### config.mk
export PLATFORM = sky130hd
export DESIGN_NAME = vnorm_sumsq
export DESIGN_NICKNAME = d
export VERILOG_FILES = /design/src/sv/vnorm_pkg.sv /design/src/sv/vnorm_sumsq.sv
export SDC_FILE = /design/constraint.sdc
export NUM_CORES = 2
export LEC_CHECK = 0
export BUFFER_PORTS_ARGS = -buffer_cell sky130_fd_sc_hd__buf_2
export CORE_UTILIZATION = 47
export DETAILED_ROUTE_END_ITERATION = 10
export GPL_TIMING_DRIVEN = 0
export PLACE_DENSITY_LB_ADDON = 0.25
export SLEW_MARGIN = 10
export SYNTH_ARGS = -nofsm -noshare
export SYNTH_HDL_FRONTEND = slang
export SYNTH_SLANG_ARGS = --single-unit
### constraint.sdc
create_clock -name clock -period 8.3 [get_ports clock]
set_clock_uncertainty 0.15 [all_clocks]
set_input_delay 1.66 -clock clock [delete_from_list [all_inputs] [get_ports clock]]
set_output_delay 1.66 -clock clock [all_outputs]
set_load 0.005 [all_outputs]
### src/sv/vnorm_pkg.sv
// shared types and constants for the 3d vector normalize pipeline
package vnorm_pkg;

   // number of vector components handled side by side
   localparam int LaneCount = 3;

   // integer bits of the signed unit format (sign plus one)
   localparam int UnitIntBits = 2;

   // sign of each input component, carried along with the magnitudes
   typedef struct packed {
      logic neg_z;
      logic neg_y;
      logic neg_x;
   } sign_type;

endpackage

### src/sv/vnorm_sumsq.sv
// front end: component magnitudes, squares and sum of squares over three stages
module vnorm_sumsq #(
   parameter int CW = 16
) (
   input  logic                                 clock,
   input  logic                                 reset,
   input  logic                                 in_valid,
   input  logic signed [CW-1:0]                 in_comp_x,
   input  logic signed [CW-1:0]                 in_comp_y,
   input  logic signed [CW-1:0]                 in_comp_z,
   output logic                                 out_valid,
   output logic [2*CW-1:0]                      out_sum,
   output logic [vnorm_pkg::LaneCount-1:0][CW-1:0] out_mag,
   output vnorm_pkg::sign_type                  out_sign
);
   import vnorm_pkg::*;

   localparam int SW = 2 * CW;

   logic [LaneCount-1:0][CW-1:0] comp;
   logic [LaneCount-1:0]         neg;
   logic [LaneCount-1:0][CW-1:0] mag_in;
   logic [LaneCount-1:0][SW-1:0] sq_in;
   logic [SW-1:0]                sum_in;
   sign_type                     sign_in;

   logic [2:0]                   valid_ff;
   logic [LaneCount-1:0][CW-1:0] mag1_ff;
   logic [LaneCount-1:0][CW-1:0] mag2_ff;
   logic [LaneCount-1:0][CW-1:0] mag3_ff;
   sign_type                     sign1_ff;
   sign_type                     sign2_ff;
   sign_type                     sign3_ff;
   logic [LaneCount-1:0][SW-1:0] sq_ff;
   logic [SW-1:0]                sum_ff;

   // stage 1 logic: split each component into sign and magnitude
   always_comb begin
      comp[0] = in_comp_x;
      comp[1] = in_comp_y;
      comp[2] = in_comp_z;
      for (int l = 0; l < LaneCount; l++) begin
         neg[l]    = comp[l][CW-1];
         mag_in[l] = neg[l] ? (~comp[l] + CW'(1)) : comp[l];
      end
      sign_in.neg_x = neg[0];
      sign_in.neg_y = neg[1];
      sign_in.neg_z = neg[2];
   end

   // stage 2 logic: one square per lane
   always_comb begin
      for (int l = 0; l < LaneCount; l++) begin
         sq_in[l] = SW'(mag1_ff[l]) * SW'(mag1_ff[l]);
      end
   end

   // stage 3 logic: the sum of three squares stays below 2^(2*CW)
   assign sum_in = sq_ff[0] + sq_ff[1] + sq_ff[2];

   // valid bits
   always_ff @(posedge clock) begin
      if (reset) begin
         valid_ff <= '0;
      end else begin
         valid_ff <= {valid_ff[1:0], in_valid};
      end
   end

   // payload registers
   always_ff @(posedge clock) begin
      mag1_ff  <= mag_in;
      sign1_ff <= sign_in;
      sq_ff    <= sq_in;
      mag2_ff  <= mag1_ff;
      sign2_ff <= sign1_ff;
      sum_ff   <= sum_in;
      mag3_ff  <= mag2_ff;
      sign3_ff <= sign2_ff;
   end

   assign out_valid = valid_ff[2];
   assign out_sum   = sum_ff;
   assign out_mag   = mag3_ff;
   assign out_sign  = sign3_ff;

endmodule

==> results.json <==
{
  "outcome": "finished clean",
  "drc": 0,
  "regArea_um2": 5570,
  "min_path_type": "reg2reg",
  "dieArea_um2": 65600,
  "design.core.area_um2": 63400,
  "crit_path_top_delay_cell": "nor4b_1",
  "cp-start-kind": "flip-flop",
  "setup_viol": 0,
  "die_w_um": 256,
  "crit_family": "adder cells",
  "critical_path.cell_chain": "clkbuf_1 > clkbuf_1 > nand2_1 > fa_1 > fa_1 > inv_1 > fa_1 > inv_1 > fa_1 > fa_1 > fa_1 > inv_1 > ha_1 > clkbuf_1 > a21oi_1 > nand2_1 > nor4b_1 > o21ai_0 > a21oi_1 > o21ai_0 > xor2_1",
  "cts_tree": "done",
  "antennaDiodeCount": 0,
  "multi_input_area_um2": 21600,
  "cpMostUsedCell": "fa_1",
  "netlist_area_um2": 30300,
  "crit_arrival_ps": 7410,
  "slowest_delay_ps": 640,
  "drt_iter0_drc": 932,
  "finalMaxSlewViolations": 0,
  "htreeDepth": 2,
  "met3WireLength_um": 2990,
  "ys_types": 75,
  "end_kind": "flip-flop",
  "wl_met1_um": 30300,
  "pin_count": 135,
  "synthArstFlopShare": 0,
  "cts.sink_count": 278,
  "synthFlopType": "dfxtp_1",
  "rsz0062_at_grt": "no",
  "hold_viol": 0,
  "path_max_fanout": 10,
  "fin_crit_ps": 7120,
  "clock_latency_ps": 570,
  "overflow": 0,
  "clock_path_buffers": 3,
  "nNetsFinal": 4223,
  "grt_pass1_wl_um": 111000,
  "fill_cells": 5870,
  "synth_warnings": 0,
  "post_drt_wl_per_cell_um": 15.8,
  "start_util": 0.478,
  "grt_max_degree": 16,
  "highest_layer": "met5",
  "drive_gt1_frac": 0.0699,
  "grt_antenna_before_repair": 1,
  "synth_top_area_frac": 0.343,
  "drtPass1Iterations": 5,
  "post-cts-setup-buffers": 0,
  "synth_area_per_cell_um2": 9.63,
  "viasPerCell": 4.95,
  "fin_crit_sh": 0.858,
  "startpoint": "mag1_ff[36]",
  "drt-total-wl_um": 66500,
  "timing.rr.start": "mag1_ff[36]",
  "place_congestion": 0.882,
  "vias": 20763,
  "ctsResizeCount": 0,
  "syn_inst": 3150,
  "synth_seq_area_share": 0.183,
  "clock-root-buffer": "clkbuf_16",
  "hpwl_um": 55400,
  "setup_tns_ps": 0,
  "clk_pin_slew_worst_paths_ps": 70,
  "hold_buffers": 0,
  "relSlewSlack": 0.486,
  "rows": 92,
  "io_buffer_count": 134,
  "syn_to_final_growth_pct": 9.65,
  "grt_pass1_vias": 21758,
  "synth_edf_count": 0,
  "synth_area_leaders": "fa_1 34%, dfxtp_1 18%, ha_1 14%",
  "yosysTopAreaCell": "fa_1",
  "max_freq_mhz": 140,
  "cp.required_ps": 8590,
  "gr-usage-all-layers": 0.212,
  "min_from": "mag2_ff[11]",
  "routed-wl-met2_um": 31700,
  "numCtsBuffers": 35,
  "dieHeight_um": 256,
  "path_class": "reg2reg",
  "tightest_slew_ps": 765,
  "drt.antenna.violating_nets": 0,
  "maxCapViolCount": 0,
  "crit_buf_inv": 6,
  "ys_ff_latch": 278
}
==> registers in the layout (all words and copies together), names as in the netlist <==
name      count
sq_ff        93
mag1_ff      48
out_mag      48
mag2_ff      45
out_sum      32
out_sign      3
sign1_ff      3
sign2_ff      3
valid_ff      3
==> worst reg2reg max path, stage by stage (launching register included) <==
cell and delay [ps]:
dfxtp_1 380, clkbuf_1 420, clkbuf_1 520, nand2_1 210, fa_1 510, fa_1 490, inv_1 50, fa_1 510
inv_1 60, fa_1 450, fa_1 480, fa_1 490, inv_1 40, ha_1 260, clkbuf_1 190, a21oi_1 230
nand2_1 120, nor4b_1 640, o21ai_0 250, a21oi_1 250, o21ai_0 140, xor2_1 150
==> logic make-up after synthesis <==
family | count (synthesis) | synth area share
adder cells (fa/ha/maj) | 849 | 0.479
buffers and inverters | 835 | 0.103
AND/OR/NAND/NOR | 661 | 0.105
AO/OA/AOI/OAI | 348 | 0.0772
flip-flops | 278 | 0.183
XOR/XNOR | 174 | 0.0502
multiplexers | 4 | 0.00148
other | 1 | 0.000124
==> synthesized netlist by cell type, types with 5 or more instances <==
library cell and n:
a211oi_1 13, a21o_1 56, a21oi_1 101, a31o_2 8, a31oi_1 10, and2_1 123
and3_1 14, clkbuf_1 78, dfxtp_1 278, fa_1 520, ha_1 329, inv_1 757
nand2_1 299, nand2b_1 15, nand3_1 26, nand4_1 16, nor2_1 81, nor2b_1 28
nor3_1 9, nor3b_1 7, o211ai_1 5, o21a_1 11, o21ai_0 65, o21bai_1 15
o31ai_1 7, o41ai_1 8, or2_2 9, or3_1 11, or4_1 6, xnor2_1 130
xor2_1 44
==> layer usage <==
layer  track usage  up-vias
met5             0        -
met1         0.291    10289
met2         0.355      385
met4        0.0517        2
li1              -    10001
met3        0.0296       86
==> cell type report <==
type                       count  share of cell area
multi-input combinational   2039               0.651
sequential                   278               0.167
inverter                     757              0.0854
tap                          846              0.0318
clock buffer                  43              0.0284
timing repair buffer         134              0.0202
buffer                        78             0.00880
clock inverter                21             0.00737
==> path summary, 6_finish.rpt <==
| check | endpoint | slack [ps] | cells after the start |
|---|---|---|---|
| max | sq_ff[94] | 1180 | 21 |
| min | out_mag[11] | 170 | 0 |
| min reg2reg | out_mag[11] | 170 | 0 |
| max reg2reg | sq_ff[94] | 1180 | 21 |
==> placed cells by master (no fill, tap or decap), drive strengths merged, types with 16 or more instances in the layout <==
master,instances
nor2,82
inv,763
buf,134
a21o,56
and2,124
ha,329
clkbuf,121
dfxtp,278
xor2,44
xnor2,130
o21ai,71
nor2b,28
a21oi,102
nand4,16
nand3,26
fa,520
nand2,299
==> through the flow <==
stage / hold slack, ps / setup WS [ps] / cell area (um^2) / cells / utilization
floorplan: 160 / 2080 / 30300 / 3152 / -
global placement: 160 / 1260 / 32100 / 4132 / 0.506
detailed placement: 162 / 1260 / 32100 / 4132 / 0.506
CTS: 171 / 1230 / 33300 / 4196 / 0.524
global route: 175 / 764 / 33300 / 4196 / 0.524
finish: 167 / 1180 / 33300 / 4196 / 0.524
Power is left out: the tool's default activity adds up to more than one toggle a clock period on the data nets, which glitch-free logic cannot reach.
