==> src/sv/vnorm_pkg.sv <==
// shared types and constants for the 3d vector normalize pipeline
package vnorm_pkg;

   // number of vector components handled side by side
   localparam int LaneCount = 3;

   // integer bits of the signed unit format (sign plus one)
   localparam int UnitIntBits = 2;

   // sign of each input component, carried along with the magnitudes
   typedef struct packed {
      logic neg_z;
      logic neg_y;
      logic neg_x;
   } sign_type;

endpackage

==> src/sv/vnorm_div.sv <==
// three-lane pipelined restoring divider with sign, saturation and zero handling
module vnorm_div #(
   parameter int CW = 16,
   parameter int UF = 14
) (
   input  logic                                    clock,
   input  logic                                    reset,
   input  logic                                    in_valid,
   input  logic [CW-1:0]                           in_len,
   input  logic [vnorm_pkg::LaneCount-1:0][CW-1:0] in_mag,
   input  vnorm_pkg::sign_type                     in_sign,
   output logic                                    out_valid,
   output logic [vnorm_pkg::LaneCount-1:0][UF+vnorm_pkg::UnitIntBits-1:0] out_unit,
   output logic [CW-1:0]                           out_len,
   output logic                                    out_zero
);
   import vnorm_pkg::*;

   localparam int NQ = UF + 1;
   localparam int RW = CW + 1;
   localparam int UW = UF + UnitIntBits;
   localparam logic [NQ-1:0] UnitOne = {1'b1, {UF{1'b0}}};

   logic [RW-1:0]  part     [0:NQ-1][0:LaneCount-1];
   logic [RW-1:0]  diff     [0:NQ-1][0:LaneCount-1];
   logic [NQ-1:0]  quo_src  [0:NQ-1][0:LaneCount-1];
   logic [CW-1:0]  rem_in   [0:NQ-1][0:LaneCount-1];
   logic [NQ-1:0]  quo_in   [0:NQ-1][0:LaneCount-1];
   logic [CW-1:0]  len_src  [0:NQ-1];
   sign_type       sign_src [0:NQ-1];

   logic [NQ-1:0]  valid_ff;
   logic [CW-1:0]  rem_ff   [0:NQ-1][0:LaneCount-1];
   logic [NQ-1:0]  quo_ff   [0:NQ-1][0:LaneCount-1];
   logic [CW-1:0]  len_ff   [0:NQ-1];
   sign_type       sign_ff  [0:NQ-1];

   logic [LaneCount-1:0]         neg_last;
   logic                         zero_in;
   logic [NQ-1:0]                quo_sat  [0:LaneCount-1];
   logic [UW-1:0]                mag_last [0:LaneCount-1];
   logic [LaneCount-1:0][UW-1:0] unit_in;

   logic                         out_valid_ff;
   logic [LaneCount-1:0][UW-1:0] unit_ff;
   logic [CW-1:0]                len_out_ff;
   logic                         zero_ff;

   // stage inputs; the first stage sees the plain magnitude, which never exceeds the length
   always_comb begin
      len_src[0]  = in_len;
      sign_src[0] = in_sign;
      for (int l = 0; l < LaneCount; l++) begin
         part[0][l]    = {1'b0, in_mag[l]};
         quo_src[0][l] = '0;
      end
      for (int s = 1; s < NQ; s++) begin
         len_src[s]  = len_ff[s-1];
         sign_src[s] = sign_ff[s-1];
         for (int l = 0; l < LaneCount; l++) begin
            part[s][l]    = {rem_ff[s-1][l], 1'b0};
            quo_src[s][l] = quo_ff[s-1][l];
         end
      end
   end

   // one quotient bit per stage and lane, remainder stays below a nonzero length
   always_comb begin
      for (int s = 0; s < NQ; s++) begin
         for (int l = 0; l < LaneCount; l++) begin
            diff[s][l] = part[s][l] - {1'b0, len_src[s]};
            if (part[s][l] >= {1'b0, len_src[s]}) begin
               rem_in[s][l] = diff[s][l][CW-1:0];
               quo_in[s][l] = {quo_src[s][l][NQ-2:0], 1'b1};
            end else begin
               rem_in[s][l] = part[s][l][CW-1:0];
               quo_in[s][l] = {quo_src[s][l][NQ-2:0], 1'b0};
            end
         end
      end
   end

   // final stage: saturate to one, apply sign, force zero for a zero vector
   always_comb begin
      neg_last = {sign_ff[NQ-1].neg_z, sign_ff[NQ-1].neg_y, sign_ff[NQ-1].neg_x};
      zero_in  = (len_ff[NQ-1] == '0);
      for (int l = 0; l < LaneCount; l++) begin
         quo_sat[l]  = (quo_ff[NQ-1][l] > UnitOne) ? UnitOne : quo_ff[NQ-1][l];
         mag_last[l] = UW'(quo_sat[l]);
         if (zero_in) begin
            unit_in[l] = '0;
         end else if (neg_last[l]) begin
            unit_in[l] = ~mag_last[l] + UW'(1);
         end else begin
            unit_in[l] = mag_last[l];
         end
      end
   end

   // valid bits
   always_ff @(posedge clock) begin
      if (reset) begin
         valid_ff     <= '0;
         out_valid_ff <= 1'b0;
      end else begin
         valid_ff     <= {valid_ff[NQ-2:0], in_valid};
         out_valid_ff <= valid_ff[NQ-1];
      end
   end

   // stage and output payload
   always_ff @(posedge clock) begin
      for (int s = 0; s < NQ; s++) begin
         len_ff[s]  <= len_src[s];
         sign_ff[s] <= sign_src[s];
         for (int l = 0; l < LaneCount; l++) begin
            rem_ff[s][l] <= rem_in[s][l];
            quo_ff[s][l] <= quo_in[s][l];
         end
      end
      unit_ff    <= unit_in;
      len_out_ff <= len_ff[NQ-1];
      zero_ff    <= zero_in;
   end

   assign out_valid = out_valid_ff;
   assign out_unit  = unit_ff;
   assign out_len   = len_out_ff;
   assign out_zero  = zero_ff;

endmodule

==> config.mk <==
export PLATFORM = sky130hd
export DESIGN_NAME = vnorm_div
export DESIGN_NICKNAME = d
export VERILOG_FILES = /design/src/sv/vnorm_pkg.sv /design/src/sv/vnorm_div.sv
export SDC_FILE = /design/constraint.sdc
export NUM_CORES = 2
export LEC_CHECK = 0
export BUFFER_PORTS_ARGS = -buffer_cell sky130_fd_sc_hd__buf_4
export CORE_ASPECT_RATIO = 0.6
export CORE_MARGIN = 4
export CORE_UTILIZATION = 35
export DETAILED_ROUTE_END_ITERATION = 16
export PLACE_DENSITY = 0.51
export SLEW_MARGIN = 20
export SYNTH_ARGS = -nofsm -noshare
export SYNTH_HDL_FRONTEND = slang
export SYNTH_SLANG_ARGS = --single-unit
==> constraint.sdc <==
create_clock -name clock -period 4.64 [get_ports clock]
set_clock_uncertainty 0.2 [all_clocks]
set_input_delay 0.928 -clock clock [delete_from_list [all_inputs] [get_ports clock]]
set_output_delay 0.928 -clock clock [all_outputs]
set_load 0.1 [all_outputs]
==> results.md <==
* Outcome: completed
* Global-route wire length before repair at 333.0 mm
* Slew Viols, Final at 0
* Root Driver: clkbuf_16
* Met3 GRT Util at 10.19%
* Crit share post-route at 86.06%
* Worst path required time at 5.07 ns
* Hold Path Class: primary input to register
* Largest net degree at the start of global routing at 28
* EDFF count, synth at 0
* Fin cells at 10240
* Register Area at 27990 µm²
* Final TNS setup at 0 ns
* Antenna-violating nets left at 0
* # Post-CTS Setup Buffers at 0
* Final setup vio count at 0
* Met1 Track Usage GR at 36.41%
* Routed Wire Length at 230.7 mm
* Hold_buf cts at 6
* Vias per cell at 5.390
* Die Y at 354.6 µm
* MaxCap Viol Count at 0
* DRC at 0
* WL per Instance at 22.52 µm
* Clk sinks at 1398
* Worst reg2reg setup slack at 0.65 ns
* Met2 usage at 22.01%
* Synthesis-stage register bit count at 1398
* Vias at 55210
* PortBufs at 135
* Worst path arrival time at 4.42 ns
* Layout cells sized above 1 at 8.558%
* Die area at 207700 µm²
* # fillers at 19400
* Core area at 197900 µm²
* Most common cell after layout, fill and taps aside: dfxtp_1
* Final hold slack at 0.05204 ns
* Leak Pwr at 33.79 nW
* Peak VDD IR at 0.0003184 V
* Worst-path clk slew at 0.07 ns
* Placed cell count at 9963
* Vias in the first global route at 50230
* Site Rows at 126
* TritonCTS clock tree: built
* Syn-to-layout area delta at 12.82%
* Commonest non-fill, non-tap cells in the layout: dfxtp_1 (1398), ha_1 (720), a21oi_1 (635), nor2_1 (555), o21ai_0 (383)
* H-tree levels at 4
* Critical path fanouts, max at 16
* Syn_nets at 8127
* Crit. End Element: register
* RSZ-0062 raised after global routing: false
* Post-DP HPWL at 188.9 mm
* Post-Synth Adder-Cell Area at 14.06%
* Die width at 585.6 µm
* Starting density of the core at 35.42%
* CP Class: register to register
* Worst-margin pin slew at 1.013 ns
* Compound-Gate Fraction of Synth Area at 15.78%
* Clock Path Buffers at 4
* Clock latency on the worst-skew pair at 0.83 ns
* 1st-pass router iterations at 8
* Post_cts resized at 0
* Max_slew headroom at 32.48%
* Syn avg cell area at 9.605 µm²
* Post-synth ARST share at 0%
* Largest family of logic cells by synthesized area: compound AO/OA/AOI/OAI gates
* Xor/xnor share of the synthesized area at 5.387%
* TritonCTS buffer count at 149
* Achievable Freq at 250.4 MHz
* Total grt overflow at 0
* Synth Area in Simple Gates at 14.33%
* Yosys cell types at 81
* I/O pin cnt at 136
* Tmin final at 3.993 ns
* Final Hold Fails at 0
* Final-stage net count at 8328
* Grt peak-use layer: met1
* Dpl ws at 0.6960 ns
* Yosys Warn Count at 0
* Design area at 79060 µm²
* Pwr dens at 822.4 nW/µm²
* GRT Total Usage at 21.38%
* Multiplexer area fraction after synthesis at 7.414%
* DP Area at 74080 µm²
* Register area share after synthesis at 39.94%
* Multi-input gate area at 39960 µm²
* Cell area after synthesis at 70070 µm²
* Antenna violations before repair at 26
* Routability Congestion at 0.9607
* Synth Flop Type: dfxtp_1
* Synth Instances at 7295
* DR iter-0 viols at 5459
* Worst setup margin at 0.6466 ns
* Setup crit start kind: register
## cells by family (layout without fill, tap and decap cells)
family,Yosys count,count (layout)
xor gates and xnor gates,431,431
DFF,1398,1398
buffers and inverters,520,820
other,0,25
adders and majority gates,762,762
AOI/OAI and AO/OA,1789,1789
and+or+nand+nor,1957,1957
muxes,438,438
## flip-flops by register name, indices dropped and copies added, names as in the netlist
register and count:
rem_ff 672, quo_ff 360, len_ff 240, out_unit 48, sign_ff 45, out_len 16, valid_ff 15, out_valid 1
out_zero 1
## power breakdown
group          switching (mW)  leakage (nW)  internal, mW
combinational            18.6          19.6          14.0
sequential               3.59          11.8          16.8
clock                    5.10          2.38          6.97
## path summary, 6_finish.rpt
kind / startpoint / end / depth (start not counted)
min: in_len[11] / len_ff[0][11]$_DFF_P_ / 1
max reg2reg: len_ff[0][125]$_DFF_P_ / rem_ff[1][18]$_DFF_P_ / 9
max: len_ff[0][125]$_DFF_P_ / rem_ff[1][18]$_DFF_P_ / 9
min reg2reg: quo_ff[1][92]$_DFF_P_ / quo_ff[1][138]$_DFF_P_ / 0
## area by class of cell
| cell class | instances | share of cell area, % |
|---|---|---|
| Multi-Input combinational cell | 5377 | 50.55 |
| Sequential cell | 1398 | 35.40 |
| Clock buffer | 195 | 5.329 |
| Tap cell | 2624 | 4.153 |
| Timing Repair Buffer | 197 | 1.906 |
| Inverter | 373 | 1.771 |
| Clock inverter | 55 | 0.8087 |
| Antenna cell | 25 | 0.07913 |
## metal layers
metal,part of all wire [%],vias to the layer above
met5,0.085,-
met4,1.2,4
met3,13,188
met2,30,2004
met1,56,26350
li1,-,26660
## cells in the mapped netlist (139+ instances only)
library cell  instances  area (µm²)
mux2_1              282        3176
o21ai_0             383        1917
dfxtp_1            1398       27990
nor3_1              175       875.8
xnor2_1             205        1795
ha_1                720        9009
nor2b_1             139       869.6
nor2_1              555        2083
nand2_1             366        1374
a21oi_1             635        3178
inv_1               360        1351
xor2_1              226        1979
## critical path, cell delays in order (launching register included)
cell,delay [ns]
dfxtp_1,0.34
inv_1,0.36
ha_1,0.54
nand2_1,0.10
nor2_1,0.24
and2_1,0.29
nand4_1,0.24
o21ai_0,0.32
a221o_1,0.80
mux2_1,0.40
## metrics by stage
step	util, %	power, mW
floorplan	-	43.12
global placement	37.44	51.78
detailed placement	37.44	52.13
CTS	39.92	64.60
global route	39.94	69.33
finish	39.96	65.02
(Power assumes the default switching activity.)
