## src/sv/vnorm_sqrt.sv

```systemverilog
// pipelined digit-by-digit integer square root, one result bit per stage
module vnorm_sqrt #(
   parameter int CW     = 16,
   parameter int SIDE_W = 51
) (
   input  logic              clock,
   input  logic              reset,
   input  logic              in_valid,
   input  logic [2*CW-1:0]   in_sum,
   input  logic [SIDE_W-1:0] in_side,
   output logic              out_valid,
   output logic [CW-1:0]     out_root,
   output logic [SIDE_W-1:0] out_side
);

   localparam int SW = 2 * CW;

   logic [SW-1:0]     rem_src   [0:CW-1];
   logic [CW-1:0]     root_src  [0:CW-1];
   logic [SIDE_W-1:0] side_src  [0:CW-1];
   logic [SW-1:0]     trial     [0:CW-1];
   logic [SW-1:0]     rem_in    [0:CW-1];
   logic [CW-1:0]     root_in   [0:CW-1];

   logic [CW-1:0]     valid_ff;
   logic [SW-1:0]     rem_ff    [0:CW-1];
   logic [CW-1:0]     root_ff   [0:CW-1];
   logic [SIDE_W-1:0] side_ff   [0:CW-1];

   // stage inputs: first stage from the ports, the rest from the stage before
   always_comb begin
      rem_src[0]  = in_sum;
      root_src[0] = '0;
      side_src[0] = in_side;
      for (int s = 1; s < CW; s++) begin
         rem_src[s]  = rem_ff[s-1];
         root_src[s] = root_ff[s-1];
         side_src[s] = side_ff[s-1];
      end
   end

   // stage s decides root bit CW-1-s; remainder holds sum minus root squared
   // adding that bit grows the square by root*2^(bit+1) + 2^(2*bit), disjoint bits
   always_comb begin
      for (int s = 0; s < CW; s++) begin
         trial[s] = (SW'(root_src[s]) << (CW - s)) | (SW'(1) << (2 * (CW - 1 - s)));
         if (rem_src[s] >= trial[s]) begin
            rem_in[s]  = rem_src[s] - trial[s];
            root_in[s] = root_src[s] | (CW'(1) << (CW - 1 - s));
         end else begin
            rem_in[s]  = rem_src[s];
            root_in[s] = root_src[s];
         end
      end
   end

   // valid bits travel with the stages
   always_ff @(posedge clock) begin
      if (reset) begin
         valid_ff <= '0;
      end else begin
         valid_ff <= {valid_ff[CW-2:0], in_valid};
      end
   end

   // stage payload
   always_ff @(posedge clock) begin
      for (int s = 0; s < CW; s++) begin
         rem_ff[s]  <= rem_in[s];
         root_ff[s] <= root_in[s];
         side_ff[s] <= side_src[s];
      end
   end

   assign out_valid = valid_ff[CW-1];
   assign out_root  = root_ff[CW-1];
   assign out_side  = side_ff[CW-1];

endmodule

```

## config.mk

```make
export PLATFORM = sky130hd
export DESIGN_NAME = vnorm_sqrt
export DESIGN_NICKNAME = d
export VERILOG_FILES = /design/src/sv/vnorm_sqrt.sv
export SDC_FILE = /design/constraint.sdc
export NUM_CORES = 1
export LEC_CHECK = 0
export ABC_AREA = 1
export BUFFER_PORTS_ARGS = -buffer_cell sky130_fd_sc_hd__buf_2
export CORE_ASPECT_RATIO = 0.75
export CORE_MARGIN = 2
export CORE_UTILIZATION = 35
export CTS_BUF_LIST = sky130_fd_sc_hd__clkbuf_4
export CTS_CLUSTER_DIAMETER = 30
export CTS_CLUSTER_SIZE = 20
export DETAILED_ROUTE_END_ITERATION = 8
export PLACE_DENSITY = 0.51
export SYNTH_ARGS = -nofsm -noshare
export SYNTH_HDL_FRONTEND = slang
export SYNTH_SLANG_ARGS = --single-unit
```

## constraint.sdc

```tcl
create_clock -name clock -period 1.8 [get_ports clock]
set_input_delay 0.45 -clock clock [delete_from_list [all_inputs] [get_ports clock]]
set_output_delay 0.45 -clock clock [all_outputs]
set_load 0.01 [all_outputs]
```

==> flow_summary.toml, run 1 <==
[critical_path]
arrival_ns = 1.71
critPathKind = "flop to output pin"
critical_path_buf_inv_count = 1
cp-start-kind = "flop"
r2r_end = "rem_ff[1][202]$_DFF_P_"
critPathCaptureType = "output pin"
path_delay_family = "flip-flops"
crit_chain = "buf_2"
reg2reg_depth = 12
ff2ff_setup_slack_ns = -0.19
critPathMaxStageDelay_ns = 0.34
cp.depth = 1
worst-path-max-fanout = 1
crit_path_end = "out_side[18]"
crit_slowest_cell = "dfxtp_1"
required_ns = 1.35
r2r-start = "root_ff[1][93]$_DFF_P_"
cp-startpoint = "side_ff[1][375]$_DFF_P_"

[placement]
dp_hpwl_um = 78320
placedCellCount = 6934
place_area_um2 = 51540
io_buffers = 153
gpl.final_weighted_congestion = 0.8835

[clock_tree]
clk_pin_slew_ns = 0.16
htree_levels = 4
cts_num_sinks = 1448
cts_root_buf = "clkbuf_4"
clk-insertion-delay-late_ns = 1.25
cts_max_path_buffers = 3
cts_tree = "yes"
cts_buffers = 201

[final_layout]
final_area_um2 = 64570
fillers = 11530
final_cell_count_no_fill = 7669
num-nets-final = 6055
drive_gt1_frac = 0.4281
final_cell_mix = "dfxtp_1, nand2_1, buf_4"
syn2layout_area_growth_pct = 44.48
mostFrequentLayoutCell = "dfxtp_1"

[power]
switching_power_w = 0.03773
p_leak_nw = 29.60
power.share.combinational = 0.387
swShare = 0.3629
pwr-share-clk = 0.224
ir_drop_mv = 0.9150
internal_power_w = 0.06626
power_density_nw_per_um2 = 1610
power_frac_seq = 0.390

[synth]
ys_ff_latch = 1448
yosys.area.top_type_share = 0.6486
syn_inst = 4586
syn_nets = 4822
synth_cell_types = 48
synth_edf_count = 0
syn_area_um2 = 44690
ys.flop_type = "dfxtp_1"
yosys-top-cells-area = "dfxtp_1, nand2_1, inv_1"
synth_area_leader_cell = "dfxtp_1"
synth_area_per_cell_um2 = 9.746
async_flop_share = 0
ys_seq_area_frac = 0.6486
yosysWarningCount = 0

[global_route]
antenna_found_initial = 4
grt.overflow.total = 0
grt_pass1_vias = 31980
grt_max_degree = 21
grt_pass1_wl_um = 172300
track_usage = 0.1685

[sta]
fmax_ghz = 0.4629
worst_clock_skew_ns = 0.1230
final_max_slew_viol_count = 0
setup_violations = 177
min_period_ns = 2.160
worstMarginPinSlew_ns = 0.6978
rsz0062_at_grt = "yes"
final.setup.worst_slack_ns = -0.3604
maxSlewHeadroom = 0.5310
hold_viol = 0
holdWs_ns = 0.2359
finalCritPeriodShare = 1.200

[die]
die_h_um = 313.5
dieArea_um2 = 130600
core_area_um2 = 126700
start_util = 0.3528
io_pins = 154
dieWidth_um = 416.6
rows = 113

[route]
wirelength_um = 112700
vias = 32950
viasPerCell = 4.297
first_pass_iters = 5
wl_per_cell_um = 14.69
antenna_left = 0
drt_iter0_drc = 1834
drc = 0

[outcome]
status = "finished, violations left"
violations = "negative setup slack"

[flow_run]
cap_violations = 0

[hold_path]
hp-class = "primary input to flop"
==> registers in the layout, indices dropped and copies added (netlist names) <==
register	count
valid_ff	16
root_ff	136
side_ff	816
rem_ff	480
==> per-layer routing <==
metal | up-vias | track usage | wire length (um) | part of all wire
met2 | 708 | 0.2351 | 45650 | 0.41
met1 | 15170 | 0.2517 | 58130 | 0.52
met3 | 182 | 0.04040 | 6548 | 0.058
met4 | 0 | 0.05665 | 2351 | 0.021
li1 | 16900 | - | - | -
met5 | - | 0 | 0 | 0
==> worst min-delay path by stage <==
stage,startpoint,endpoint,slack (ns),cells past startpoint
after detailed placement,side_ff[0][62]$_DFF_P_,side_ff[0][113]$_DFF_P_,0.31,0
after floorplan,side_ff[0][49]$_DFF_P_,side_ff[0][100]$_DFF_P_,0.31,0
after global routing,in_sum[31],root_ff[0][15]$_DFF_P_,0.16,5
after CTS,in_sum[31],root_ff[0][15]$_DFF_P_,0.03,5
after global placement,side_ff[0][197]$_DFF_P_,side_ff[0][248]$_DFF_P_,0.31,0
final,in_sum[31],root_ff[0][15]$_DFF_P_,0.24,5
==> repair_timing <==
item | CTS | global route
pin swaps | 222 | 350
cloned | 16 | 4
hold endpoints to repair | 100 | 0
gates resized for setup | 823 | 843
setup buffers | 132 | 73
hold buffers | 173 | 0
endpoints found under the setup margin | 315 | 313
==> area by class of cell <==
| type | count | area [um^2] | area share |
|---|---|---|---|
| diodes | 6 | 15.01 | 0.0002325 |
| clock buffers | 215 | 1614 | 0.02500 |
| clock inverters | 165 | 1918 | 0.02970 |
| inverters | 587 | 2276 | 0.03525 |
| multi-input cells | 2460 | 17920 | 0.2775 |
| flip-flops and latches | 1448 | 29250 | 0.4529 |
| well taps | 1667 | 2086 | 0.03230 |
| repair buffers | 1115 | 9417 | 0.1458 |
| repair inverters | 6 | 83.83 | 0.001298 |
==> cell usage after synthesis (2+ instances only) <==
library cell and count:
dfxtp_1 1448, nand2_1 1062, inv_1 578, nor2_1 380, nand3_1 208, ha_1 150, a21oi_1 124, o21ai_0 77
nand4_1 70, buf_4 69, xnor2_1 57, xor2_1 51, nor3_1 43, o21ai_2 41, a21oi_2 27, nor4_1 26
nand3b_1 25, or2_2 21, o21ai_1 16, buf_6 15, nand2_2 13, nor2_2 13, o21bai_1 9, inv_2 7
nand3_2 7, a21boi_0 6, nor3b_1 5, a21o_1 4, nor2_4 4, buf_2 3, a31oi_1 2, and3_1 2
clkbuf_1 2, inv_4 2, nand2_4 2, nand3_4 2, nor4b_1 2, o211ai_1 2, o21a_1 2
==> metrics by stage <==
stage | total power, W | setup slack (ns) | setup TNS (ns) | util
floorplan | 0.05436 | 0.04367 | 0 | -
global placement | 0.06812 | -0.5288 | -54.74 | 0.4068
detailed placement | 0.06797 | -0.4809 | -53.54 | 0.4068
CTS | 0.09821 | -0.5896 | -42.98 | 0.4830
global route | 0.1105 | -0.5709 | -54.63 | 0.5097
finish | 0.1040 | -0.3604 | -27.87 | 0.5097
==> power by group through the flow <==
stage                     combinational [W]  sequential, W  clock [W]
after global routing                 0.0437         0.0410     0.0258
after floorplan                      0.0155         0.0388          0
after detailed placement             0.0276         0.0404          0
after CTS                            0.0337         0.0402     0.0243
final                                0.0402         0.0405     0.0233
after global placement               0.0277         0.0404          0
==> cells by family after synthesis <==
| group | synth area share |
|---|---|
| flops | 0.6486 |
| simple gates | 0.1802 |
| compound gates | 0.04194 |
| xor+xnor | 0.02116 |
| fa+ha+maj | 0.04199 |
| buf+inv | 0.06615 |
Power figures use the tool's default switching activity.
==> run 2, diff against run 1 <==
PLACE_DENSITY = 0.62   (was 0.51)
==> run 2 against run 1 <==
Compared with the run above: the run still ends with negative setup slack left; cell area down 2.3%; sequential share of layout area up 1.0 points; non-clock buffer count down 80; largest cell class unchanged; largest power group unchanged; global-route usage down 0.82 points; critical path type unchanged; critical path depth unchanged; count of clock-buffer cells in the layout down 2; setup slack better by 0.019 ns; final cell count down 1.1%; utilization down 1.2 points.
==> flow_summary.toml, run 2 (same netlist as run 1, synthesis figures left out) <==
[outcome]
status = "finished, violations left"
violations = "negative setup slack"

[critical_path]
path_delay_family = "flip-flops"
r2r-start = "root_ff[1][92]$_DFF_P_"
cp-start-kind = "flop"
cp.depth = 1
crit_slowest_cell = "dfxtp_2"
worst-path-max-fanout = 1
critPathCaptureType = "output pin"
critPathKind = "flop to output pin"
arrival_ns = 1.69
r2r_end = "rem_ff[1][200]$_DFF_P_"
critical_path_buf_inv_count = 1
required_ns = 1.35
ff2ff_setup_slack_ns = -0.22
critPathMaxStageDelay_ns = 0.36
reg2reg_depth = 13
crit_chain = "buf_6"

[global_route]
track_usage = 0.1603
grt_pass1_wl_um = 166700
grt_use_met1 = 0.2249
grt_util_met3 = 0.04124
grt_max_degree = 19
grt.overflow.total = 0
use_met2 = 0.2396
grt_pass1_vias = 32200
antenna_found_initial = 3
top_usage_layer = "met2"

[power]
power_density_nw_per_um2 = 1595
p_leak_nw = 29.03
ir_drop_mv = 0.7836
power_w = 0.1007

[sta]
rsz0062_at_grt = "yes"
hold_viol = 0
setup_violations = 194
final.setup.worst_slack_ns = -0.3418
final_max_slew_viol_count = 0
maxSlewHeadroom = 0.5739
finalCritPeriodShare = 1.190
worst_clock_skew_ns = 0.05701
fmax_ghz = 0.4669
min_period_ns = 2.142
worstMarginPinSlew_ns = 0.6391
holdWs_ns = 0.2888

[clock_tree]
cts_buffers = 199
clk_pin_slew_ns = 0.16
clk-insertion-delay-late_ns = 1.24
htree_levels = 4
cts_tree = "yes"
cts_max_path_buffers = 3
cts_num_sinks = 1448
cts_root_buf = "clkbuf_4"

[route]
antenna_left = 0
wl_per_cell_um = 14.25
drt_iter0_drc = 1840
drc = 0
vias = 32910
wirelength_um = 108100
viasPerCell = 4.338
first_pass_iters = 5

[hold_path]
hp-start = "side_ff[1][78]$_DFF_P_"
holdPathStages = 0
min_to = "side_ff[1][129]$_DFF_P_"
hp-class = "flop to flop"

[placement]
dp_hpwl_um = 72650
io_buffers = 153
gpl.final_weighted_congestion = 0.9170
placedCellCount = 6869

[flow_run]
cap_violations = 0

[final_layout]
mostFrequentLayoutCell = "dfxtp_1"
final_cell_mix = "dfxtp_1, nand2_1, buf_4"
largest-register = "side_ff"
num-nets-final = 5976
final_cell_count_no_fill = 7586
drive_gt1_frac = 0.3988
syn2layout_area_growth_pct = 41.19
fin_util = 0.4981
largest_register_ff_count = 816
top_regs = "side_ff (816), rem_ff (480), root_ff (136)"

[die]
dieWidth_um = 416.6
io_pins = 154
core_area_um2 = 126700
die_h_um = 313.5
start_util = 0.3528
rows = 113
dieArea_um2 = 130600
-- run 2: changes by cell type in the layout (fill, tap and decap cells not counted), moves of 10 or more --
cell / change
buf_4: -72
nand2_1: +46
nand2_4: -34
inv_1: +29
inv_2: -21
buf_6: -16
nor2_4: -15
a21oi_1: +12
nand2_2: -12
dfxtp_1: +11
a21oi_2: -10
nor2_2: +10
-- run 2: repair_timing --
action	in CTS	in global routing
gates resized for setup	722	746
hold endpoints to repair	100	0
cloned	18	4
hold buffers	173	0
endpoints found under the setup margin	297	311
pin swaps	167	285
setup buffers	110	66
-- run 2: report_power, final --
part           switching, W  internal, W  total, W
clock                0.0129      0.00987    0.0228
combinational        0.0195       0.0179    0.0374
sequential          0.00370       0.0368    0.0405
total                0.0362       0.0645     0.101
-- run 2: how the worst max path moves through the flow --
stage	start	to
floorplan	root_ff[1][29]$_DFF_P_	rem_ff[1][80]$_DFF_P_
global placement	root_ff[1][62]$_DFF_P_	rem_ff[1][150]$_DFF_P_
detailed placement	root_ff[1][62]$_DFF_P_	rem_ff[1][150]$_DFF_P_
CTS	side_ff[1][362]$_DFF_P_	out_side[5]
global route	side_ff[1][383]$_DFF_P_	out_side[26]
finish	side_ff[1][379]$_DFF_P_	out_side[22]
-- run 2: per-stage QoR --
stage	setup slack, ns	area (um^2)	TNS (ns)
2_1_floorplan	0.04367	44690	0
3_3_place_gp	-0.6694	51050	-49.28
3_5_place_dp	-0.6879	51050	-51.86
4_1_cts	-0.5473	60170	-40.69
5_1_grt	-0.5508	63110	-59.37
6_report	-0.3418	63110	-32.46
-- run 2: area by class of cell --
type	count	area (um^2)
timing repair inverter	7	82.58
fill	11330	63580
tap	1667	2086
multi-input combinational	2462	17320
clock buffer	213	1599
antenna	9	22.52
clock inverter	158	1790
sequential	1448	29220
timing repair buffer	1035	8711
inverter	587	2268
-- run 2: metal layers --
layer,share of wire,vias up,wire (um)
met1,0.48,15110,51770
met4,0.022,0,2426
met2,0.43,836,46640
li1,-,16780,-
met3,0.067,192,7264
met5,0,-,0
